File: src/rtl/dsh_ram.sv
// Generic single-port RAM with registered read.
// Standalone; no package needed.
module dsh_ram #(
	parameter int WIDTH = 16,
	parameter int DEPTH = 256
) (
	input  logic                     clk,
	input  logic                     we,
	input  logic [$clog2(DEPTH)-1:0] addr,
	input  logic [WIDTH-1:0]         wdata,
	output logic [WIDTH-1:0]         rdata
);
	logic [WIDTH-1:0] mem [DEPTH];

	always_ff @(posedge clk) begin
		if (we) begin
			mem[addr] <= wdata;
		end
		rdata <= mem[addr];
	end
endmodule

File: config.mk
export PLATFORM = sky130hd
export DESIGN_NAME = dsh_ram
export DESIGN_NICKNAME = d
export VERILOG_FILES = /design/src/rtl/dsh_ram.sv
export SDC_FILE = /design/constraint.sdc
export NUM_CORES = 2
export LEC_CHECK = 0
export BUFFER_PORTS_ARGS = -buffer_cell sky130_fd_sc_hd__clkbuf_2
export CAP_MARGIN = 20
export CORE_ASPECT_RATIO = 0.9
export CORE_MARGIN = 8
export CORE_UTILIZATION = 33
export DETAILED_ROUTE_END_ITERATION = 8
export HOLD_SLACK_MARGIN = 0.06
export PLACE_DENSITY = 0.47
export SYNTH_ARGS = -nofsm -noshare
export SYNTH_HDL_FRONTEND = slang
export SYNTH_SLANG_ARGS = --single-unit
File: constraint.sdc
create_clock -name clk -period 4.9 [get_ports clk]
set_input_delay 1.47 -clock clk [delete_from_list [all_inputs] [get_ports clk]]
set_output_delay 1.47 -clock clk [all_outputs]
set_load 0.05 [all_outputs]
==> qor.csv <==
stage,metric,value,unit
status,status,"complete, no violations",
pwr,Sw Pwr,16160,µW
setup_path,WP data required,5710,ps
min_path,origin of the worst min-delay path,wdata[13],
timing,setup repair after global routing missed its margin,false,
pwr,relative contribution of sequential cells to total power,52.5,%
pwr,worst voltage drop across the vdd grid,293.4,µV
cts,"Reg clk slew, reported paths",60,ps
cts,root buffer cell,clkbuf_16,
routing,Routed Antenna Nets,0,
placement,worst setup slack before clock tree synthesis,-434.6,ps
synth,number of nets produced by synthesis,6753,
placement,placed insts,13330,
pwr,net switching fraction of the power,21.83,%
setup_path,worst-path maximum fanout,22,
setup_path,data arrival time of the critical path,4950,ps
floorplanning,number of top-level pins,42,
pwr,cell leakage power,0.05594,µW
floorplanning,die area,493200,µm²
floorplanning,die span in x,739.3,µm
timing,crit path time final,4137,ps
setup_path,critical register-to-register path endpoint,rdata[2],
cts,clock insertion delay at the later pin of the skew report,1020,ps
finish,Final Non-Filler Cells,14100,
pwr,relative contribution of combinational cells to total power,5.1,%
routing,DRC,0,
timing,Post-Route Setup TNS,0,ps
pwr,clock power share,42.5,%
routing,1st-pass router iterations,5,
timing,final worst path period share,84.43,%
timing,Setup Skew,75.64,ps
setup_path,critical path launch point type,primary input,
global_routing,global routing usage summed across all routing layers,18.19,%
floorplanning,Die Y-Extent,667.0,µm
finish,most used cells in the layout excluding fill and tap cells,"edfxtp_1, mux4_2, buf_4, a22oi_1, clkbuf_16",
setup_path,startpoint-to-endpoint class of the critical path,in -> reg,
setup_path,CP Capture Type,flop,
synth,synthesized area per cell,23.10,µm²
cts,total setup buffers inserted after CTS,0,
synth,Yosys reg bits,4112,
placement,count of buffers from port buffering,41,
timing,fin. max-slew vios,0,
timing,final critical-path setup slack,762.9,ps
timing,number of setup violations in the final report,0,
finish,P&R area growth vs syn,17.33,%
floorplanning,starting density of the core,33.08,%
setup_path,count of cells along the worst register-to-register path,6,
finish,layout cell share with drive strength beyond 1,32.12,%
routing,total wire length after detailed routing,459.5,mm
synth,synthesized instance count,6727,
synth,count of unique library cells instantiated by Yosys,22,
cts,CTS tree,done,
timing,number of hold violations in the final report,0,
synth,post-synth design cell area,155400,µm²
routing,DRC violation total after the first TritonRoute iteration,8747,
global_routing,first-pass GRT wire length,638.3,mm
timing,slew at the pin closest to its max-slew limit,1216,ps
finish,final core area utilization,38.81,%
routing,detail-routed net length per standard cell,32.58,µm
finish,fin nets,7509,
routing,number of vias after detailed routing,75480,
floorplanning,number of rows created at floorplan,239,
min_path,Hold Path Stages,1,
floorplanning,placeable core area,469800,µm²
cts,clock sink total,4112,
min_path,Hold Crit Endpoint,mem[49][13],
global_routing,total grt overflow,0,
timing,worst slew margin relative to its limit,18.93,%
synth,fraction of the yosys area taken by sequential cells,79.36,%
synth,warning count from the yosys run,0,
global_routing,maximum number of pins on one net before global-route repair,109,
timing,top achievable clock speed,0.2417,GHz
global_routing,number of antenna violations at the first check in global routing,36,
min_path,class of the tightest hold or removal check,in -> reg,
global_routing,via count of the first global-routing pass,76830,
finish,most common library cell in the layout ignoring fill and taps,edfxtp_1,
cts,hold-fix buffers at CTS,0,
setup_path,flop-to-flop setup slack,1940,ps
pwr,power density over the cells,406.1,nW/µm²
placement,detailed-placement wirelength estimate,279.5,mm
cts,post-CTS resize count,0,
cts,maximum clock insertion buffer count,4,
cts,number of buffers created by CTS,420,
setup_path,startpoint of the worst register-to-register path,mem[239][2],
placement,RD Place Congestion,0.7775,
job,count of maximum capacitance violations,0,
routing,ratio of routed vias to standard cells,5.352,
cts,# H-tree levels,5,
pwr,cell internal pwr,57880,µW
flip-flops by register name, summed over array words and instances (netlist names):
| register | cells |
|---|---|
| mem | 4096 |
| rdata | 16 |
worst max-delay path: stages:
cell and delay, ps:
buf_12 280, buf_12 200, buf_12 210, buf_4 250, mux4_2 520, a22oi_1 430
a21oi_1 410, o41ai_2 850, nand4_1 230
cells in the mapped netlist:
cell / instances / area share [%]
nor2_1: 232 / 0.56
nand2b_1: 6 / 0.024
dfxtp_1: 16 / 0.21
edfxtp_1: 4096 / 79
clkbuf_1: 249 / 0.60
nand4_1: 16 / 0.064
nor3_1: 30 / 0.097
buf_6: 25 / 0.18
or2_2: 2 / 0.0081
buf_2: 76 / 0.24
a22oi_1: 512 / 2.5
nor2b_1: 7 / 0.028
nand3_1: 13 / 0.042
nand2_1: 28 / 0.068
o41ai_1: 64 / 0.36
and2_1: 3 / 0.012
mux4_2: 1024 / 15
buf_4: 16 / 0.077
or3_1: 1 / 0.0040
buf_1: 54 / 0.13
a21oi_1: 256 / 0.82
inv_1: 1 / 0.0024
cell families (layout without fill, tap and decap cells):
| group | count (synthesis) | in the layout | synth area share [%] |
|---|---|---|---|
| flip-flops | 4112 | 4112 | 79.36 |
| other | 0 | 15 | 0 |
| AND/OR/NAND/NOR | 338 | 338 | 0.9074 |
| AO/OA/AOI/OAI | 832 | 832 | 3.659 |
| multiplexers | 1024 | 1024 | 14.84 |
| buffers and inverters | 421 | 1517 | 1.238 |
how the worst max path moves through the flow:
| stage | startpoint | endpoint | slack, ps | cells after the start |
|---|---|---|---|---|
| 4_1_cts | addr[0] | rdata[8] | 690 | 9 |
| 2_1_floorplan | addr[0] | mem[145][0] | 730 | 7 |
| 6_report | addr[0] | rdata[10] | 760 | 9 |
| 5_1_grt | addr[0] | rdata[8] | 720 | 9 |
| 3_5_place_dp | addr[0] | rdata[8] | -430 | 9 |
| 3_3_place_gp | addr[0] | rdata[1] | -940 | 9 |
layout make-up:
| class | count | area (µm²) |
|---|---|---|
| Sequential cell | 4112 | 123300 |
| Fill cell | 41870 | 287500 |
| Clock buffer | 541 | 11190 |
| Tap cell | 6266 | 7840 |
| Multi-Input combinational cell | 2194 | 30810 |
| Inverter | 1 | 3.754 |
| Timing Repair Buffer | 754 | 7017 |
| Antenna cell | 15 | 37.54 |
| Clock inverter | 221 | 2112 |
per-layer routing:
layer	part of all wire, %	track usage (%)	vias to the layer above
li1	-	-	30610
met1	44	26.40	41810
met2	47	29.16	2567
met3	6.7	2.830	494
met4	2.2	3.814	0
met5	0	0	-
through the flow:
stage | area (µm²) | hold WS (ps) | total power [µW]
after floorplan | 155400 | 819.1 | 41280
after global placement | 168900 | 1064 | 43390
after detailed placement | 169000 | 1079 | 43440
after CTS | 182300 | 861.2 | 74830
after global routing | 182300 | 887.5 | 76190
final | 182300 | 914.5 | 74050
power groups by stage:
| stage | Sequential (µW) | Combinational [µW] | Clock (µW) |
|---|---|---|---|
| after detailed placement | 39600 | 3820 | 0 |
| after floorplan | 39600 | 1670 | 0 |
| after CTS | 38900 | 3830 | 32100 |
| after global placement | 39600 | 3770 | 0 |
| final | 38900 | 3750 | 31400 |
| after global routing | 38900 | 3940 | 33400 |
No activity file was read; power rests on OpenSTA's default activity.
