<file path="config.mk">
export PLATFORM = sky130hd
export DESIGN_NAME = dsh_settle
export DESIGN_NICKNAME = d
export VERILOG_FILES = /design/src/rtl/dsh_pkg.sv /design/src/rtl/dsh_settle.sv
export SDC_FILE = /design/constraint.sdc
export NUM_CORES = 2
export LEC_CHECK = 0
export ABC_AREA = 0
export BUFFER_PORTS_ARGS = -buffer_cell sky130_fd_sc_hd__clkbuf_2
export CAP_MARGIN = 20
export CORE_AREA = 2 2 181 316
export DETAILED_ROUTE_END_ITERATION = 8
export DIE_AREA = 0 0 183 318
export PLACE_DENSITY = 0.66
export SLEW_MARGIN = 20
export SYNTH_ARGS = -nofsm -noshare
export SYNTH_HDL_FRONTEND = slang
export SYNTH_SLANG_ARGS = --single-unit
</file>
<file path="constraint.sdc">
create_clock -name clk -period 10.62 [get_ports clk]
set_input_delay 1.062 -clock clk [delete_from_list [all_inputs] [get_ports clk]]
set_output_delay 1.062 -clock clk [all_outputs]
set_load 0.1 [all_outputs]
</file>
<file path="src/rtl/dsh_pkg.sv">
// Package for the diamond-square heightmap core: payload structs, sizes and constants.
// Used by dsh_settle, the top level and the testbench; depends on nothing.
package dsh_pkg;
	localparam int GRID_LEVEL_DEF = 7;
	localparam logic [31:0] LFSR_TAPS = 32'h8020_0003;
	localparam logic [1:0] ST_OK = 2'd0;
	localparam logic [1:0] ST_NOT_READY = 2'd1;
	localparam logic [1:0] ST_OUTSIDE = 2'd2;
	localparam logic OP_GENERATE = 1'b0;
	localparam logic [1:0] REG_MAX_HEIGHT = 2'd0;
	localparam logic [1:0] REG_RNG_SEED = 2'd1;
	localparam logic [1:0] REG_LEVEL = 2'd2;
	localparam logic [1:0] Q_TL = 2'd0;
	localparam logic [1:0] Q_TR = 2'd1;
	localparam logic [1:0] Q_BR = 2'd2;
	localparam logic [1:0] Q_BL = 2'd3;

	typedef struct packed {
		logic       op;
		logic [7:0] row;
		logic [7:0] col;
	} in_word_t;

	typedef struct packed {
		logic [15:0] height;
		logic [1:0]  status;
	} out_word_t;

	typedef struct packed {
		logic [1:0]  index;
		logic [31:0] data;
	} cfg_word_t;

	function automatic logic [31:0] lfsr_next(input logic [31:0] v);
		lfsr_next = v[0] ? ((v >> 1) ^ LFSR_TAPS) : (v >> 1);
	endfunction
endpackage

</file>
<file path="src/rtl/dsh_settle.sv">
// Shared arithmetic unit: noise draw, average and clamp; it takes no new start until the current result is done.
// Depends on dsh_pkg.
module dsh_settle (
	input  logic        clk,
	input  logic        arst_n,
	input  logic        start,
	input  logic        uniform,
	input  logic [17:0] sum,
	input  logic        four,
	input  logic [2:0]  depth,
	input  logic [15:0] max_height,
	input  logic [31:0] rnd,
	output logic        done,
	output logic [15:0] result
);
	import dsh_pkg::*;

	logic [1:0]  ph_q;
	logic [63:0] prod_q;
	logic [16:0] avg_q;
	logic        uni_q;
	logic [17:0] quot;
	logic [16:0] span;
	logic signed [18:0] s;
	logic signed [18:0] ns;
	logic signed [19:0] val;

	// Divide by three as a reciprocal multiply: (x*174763)>>19 is exact below 2^19.
	logic [35:0] q3;
	assign q3 = {18'd0, sum} * 36'd174763;
	assign quot = four ? (sum >> 2) : {1'b0, q3[35:19]};
	assign span = uniform ? ({1'b0, max_height} + 17'd1) : ({max_height, 1'b1});
	assign s = uni_q ? 19'sd0
		: $signed({2'b00, prod_q[48:32]}) - $signed({3'b000, max_height});
	assign ns = s >>> depth;
	assign val = uni_q ? $signed({3'b000, prod_q[48:32]})
		: $signed({3'b000, avg_q}) + ns;

	always_ff @(posedge clk or negedge arst_n) begin
		if (!arst_n) begin
			ph_q <= 2'd0;
			done <= 1'b0;
		end else begin
			done <= 1'b0;
			unique case (ph_q)
				2'd0: if (start) begin
					prod_q <= {32'd0, rnd} * {47'd0, span};
					avg_q <= quot[16:0];
					uni_q <= uniform;
					ph_q <= 2'd1;
				end
				2'd1: begin
					if (val < 0) result <= 16'd0;
					else if (val > $signed({4'd0, max_height})) result <= max_height;
					else result <= val[15:0];
					done <= 1'b1;
					ph_q <= 2'd0;
				end
				default: ph_q <= 2'd0;
			endcase
		end
	end

	a_done_after_start: assert property (@(posedge clk) disable iff (!arst_n)
		done |-> $past(ph_q) == 2'd1) else $error("settle done out of order");
	a_no_start_busy: assert property (@(posedge clk) disable iff (!arst_n)
		ph_q == 2'd1 |=> ph_q == 2'd0) else $error("settle phase stuck");
	a_clamp: assert property (@(posedge clk) disable iff (!arst_n)
		done |-> result <= max_height) else $error("settle clamp failed");
endmodule

</file>
==> summary.md <==
| Metric | Value |
|---|---|
| Final setup vio count | `0` |
| Final GP Congestion | `0.957` |
| Endpoint kind of the worst setup timing path | `register` |
| Fin. max-slew vios | `0` |
| Filler Cell Count | `5,396` |
| Setup crit start | `max_height[0]` |
| Number of buffer and inverter stages on the critical path | `7` |
| Via count of the routed design | `approximately 21k` |
| Global-route met2 utilization | `0.539` |
| Post-layout min period | `roughly 9 ns` |
| Number of buffers inserted for hold repair after clock tree synthesis | `0` |
| Reg-to-reg critical path startpoint | `prod_q[32]$_DFFE_PP_` |
| Category of the worst setup path launch point | `input pin` |
| Synth unique cells | `78` |
| Area of the die | `approximately 58,000 µm²` |
| First-iteration detailed-routing DRC count | `1,093` |
| Die span in y | `318 µm` |
| Main synth FF type | `edfxtp_1` |
| Maximum clock path buffer count | `2` |
| Period utilisation layout | `0.849` |
| Total Nets Final | `4,137` |
| Cell count after synthesis | `3,191` |
| Depth of the worst register-to-register path | `30` |
| Std-Cell Core Area | `55,800 µm²` |
| Category of cells accounting for the largest share of critical-path delay | `adder cells` |
| Final-layout setup total negative slack | `0 ns` |
| End of the worst register-to-register path | `result[12]$_SDFFCE_PN0P_` |
| Overall routing resource usage | `0.275` |
| Number of placement rows | `115` |
| Estimated wirelength of the detail-placed design | `63.9 mm` |
| Flop-to-flop setup slack | `2.91 ns` |
| Worst-skew pair later-pin latency | `roughly 0.30 ns` |
| Type of the worst setup path | `in2reg` |
| Total congestion overflow after global routing | `0` |
| Most common cell after layout, fill and taps aside | `inv_1` |
| Logic depth of the worst path, buffers included | `30` |
| Count of TritonRoute iterations in the first routing pass | `5` |
| Post-Place Cells | `3,872` |
| Pin slew with the least headroom to its limit | `1.09 ns` |
| Layer carrying the most global-route usage | `met2` |
| Critical path peak fanout | `19` |
| Vias per inst | `5.51` |
| Warning count from the yosys run | `0` |
| IO buf count | `90` |
| Layout Area Growth over Synthesis | `4.38%` |
| Number of synthesized flops with an enable pin | `a little over 50` |
| Termination of the worst setup path | `prod_q[48]$_DFFE_PP_` |
| Post-CTS repair timing setup buffer count | `0` |
| Finished layout cell area | `about 29,000 µm²` |
| Data arrival, critical path | `approximately 9.1 ns` |
| TritonCTS clock tree | `done` |
| Relative slew slack | `0.275` |
| Hold WS | `around 0.4 ns` |
| Synth Net Count | `4,151` |
| Total Routed Length | `approximately 77 mm` |
| RSZ-0062 raised after global routing | `no` |
| Root buf cell | `clkbuf_16` |
| Overall die width | `183 µm` |
| HP Class | `reg2reg` |
| Initial antenna violation count | `2` |
| Starting density of the core | `0.494` |
| Wire length of the first global-routing pass | `around 120 mm` |
| Antenna Violating Nets Remaining | `0` |
| Asr flop ratio synth | `0.0377` |
| Highest clock rate | `111 MHz` |
| Commonest cells after routing, fill and taps aside | `inv_1, fa_1, nand2_1` |
| WL/cell | `19.9 µm` |
| Largest net degree at the start of global routing | `52` |
| Post-DP Area | `28,600 µm²` |
| Cell with the most instances on the worst path | `fa_1` |
| Number of clock sinks | `53` |
| Part of the Yosys area used for sequential elements | `0.0573` |
| Final Hold Fails | `0` |
| Post-synthesis instance area | `27,600 µm²` |
| Seq cells post-synth | `53` |
| Per-instance average area after synthesis | `8.64 µm²` |
| Post-route clock skew | `roughly 0.013 ns` |
| Global-route met1 utilization | `0.267` |
| Clock-pin slew reported for the worst setup and hold paths after clock tree synthesis | `0.08 ns` |
| Vias in the first global route | `23.6k` |
| Number of buffers added by the clock tree synthesis step | `5` |
| Layout cells sized above 1 | `0.0507` |
| Max-cap violations | `0` |
| Final non-filler cell total | `3,882` |
| Fraction of met3 tracks used by global routing | `0.0192` |
| Data required time at the worst endpoint | `10.68 ns` |
| Peak per-stage delay on the critical path | `0.83 ns` |
| DRC viols | `0` |
| H-tree levels | `2` |
| Io pins | `91` |
| Gates resized, CTS repair | `0` |
| Status | `completed` |
| Library cell contributing the largest single delay on the critical path | `a21oi_2` |
-- flip-flops by register name (all words and copies together), names as in the netlist --
name    flops
avg_q      17
done        1
ph_q        1
prod_q     17
result     16
uni_q       1
-- stage by stage --
stage / setup slack [ns] / utilization
global placement: 1.45 / 0.513
finish: 1.60 / 0.516
CTS: 1.67 / 0.516
detailed placement: 1.35 / 0.513
floorplan: 2.34 / -
global route: 1.18 / 0.516
-- how the worst min path moves through the flow --
stage	slack (ns)	cells past startpoint	to	from
CTS	0.40	0	done$_DFF_PN0_	ph_q[0]$_DFFE_PN0P_
global route	0.42	0	done$_DFF_PN0_	ph_q[0]$_DFFE_PN0P_
detailed placement	0.39	0	done$_DFF_PN0_	ph_q[0]$_DFFE_PN0P_
finish	0.40	0	done$_DFF_PN0_	ph_q[0]$_DFFE_PN0P_
floorplan	0.37	0	done$_DFF_PN0_	ph_q[0]$_DFFE_PN0P_
global placement	0.39	0	done$_DFF_PN0_	ph_q[0]$_DFFE_PN0P_
-- synth_stat cells, drive strengths merged (23+ instances only) --
cell | n | share of area
nor3 | 26 | 0.0047
a21o | 44 | 0.012
xnor2 | 39 | 0.012
nand2 | 465 | 0.063
inv | 827 | 0.11
nand3 | 42 | 0.0076
fa | 560 | 0.41
a211oi | 29 | 0.0086
ha | 326 | 0.15
buf | 24 | 0.0036
edfxtp | 51 | 0.056
clkbuf | 111 | 0.015
a21oi | 83 | 0.015
and2 | 169 | 0.038
nor2 | 69 | 0.0094
o21ai | 100 | 0.018
xor2 | 23 | 0.0073
-- layout make-up --
| class | instances | area (µm²) | area share |
|---|---|---|---|
| diodes | 2 | 5.00 | 0.000174 |
| clock buffers | 5 | 125 | 0.00435 |
| clock inverters | 3 | 25.0 | 0.000869 |
| inverters | 827 | 3100 | 0.108 |
| multi-input cells | 2176 | 22400 | 0.779 |
| flip-flops and latches | 53 | 1580 | 0.0549 |
| well taps | 702 | 878 | 0.0305 |
| repair buffers | 114 | 631 | 0.0219 |
-- cell families (layout without fill, tap and decap cells) --
kind of cell | count (synthesis) | in the layout | synth area share
AO/OA/AOI/OAI | 368 | 368 | 0.0886
XOR/XNOR | 62 | 62 | 0.0197
adder cells (fa/ha/maj) | 886 | 886 | 0.554
buffers and inverters | 962 | 949 | 0.131
flip-flops | 53 | 53 | 0.0573
multiplexers | 22 | 22 | 0.00898
other | 0 | 2 | 0
AND/OR/NAND/NOR | 838 | 838 | 0.140
-- per-layer routing --
metal / vias to the layer above / part of all wire
li1: 9697 / -
met1: 10800 / 0.32
met2: 600 / 0.56
met3: 261 / 0.034
met4: 0 / 0.082
met5: - / 0
Power is left out: the tool's default activity adds up to more than one toggle a clock period on the data nets, which glitch-free logic cannot reach.
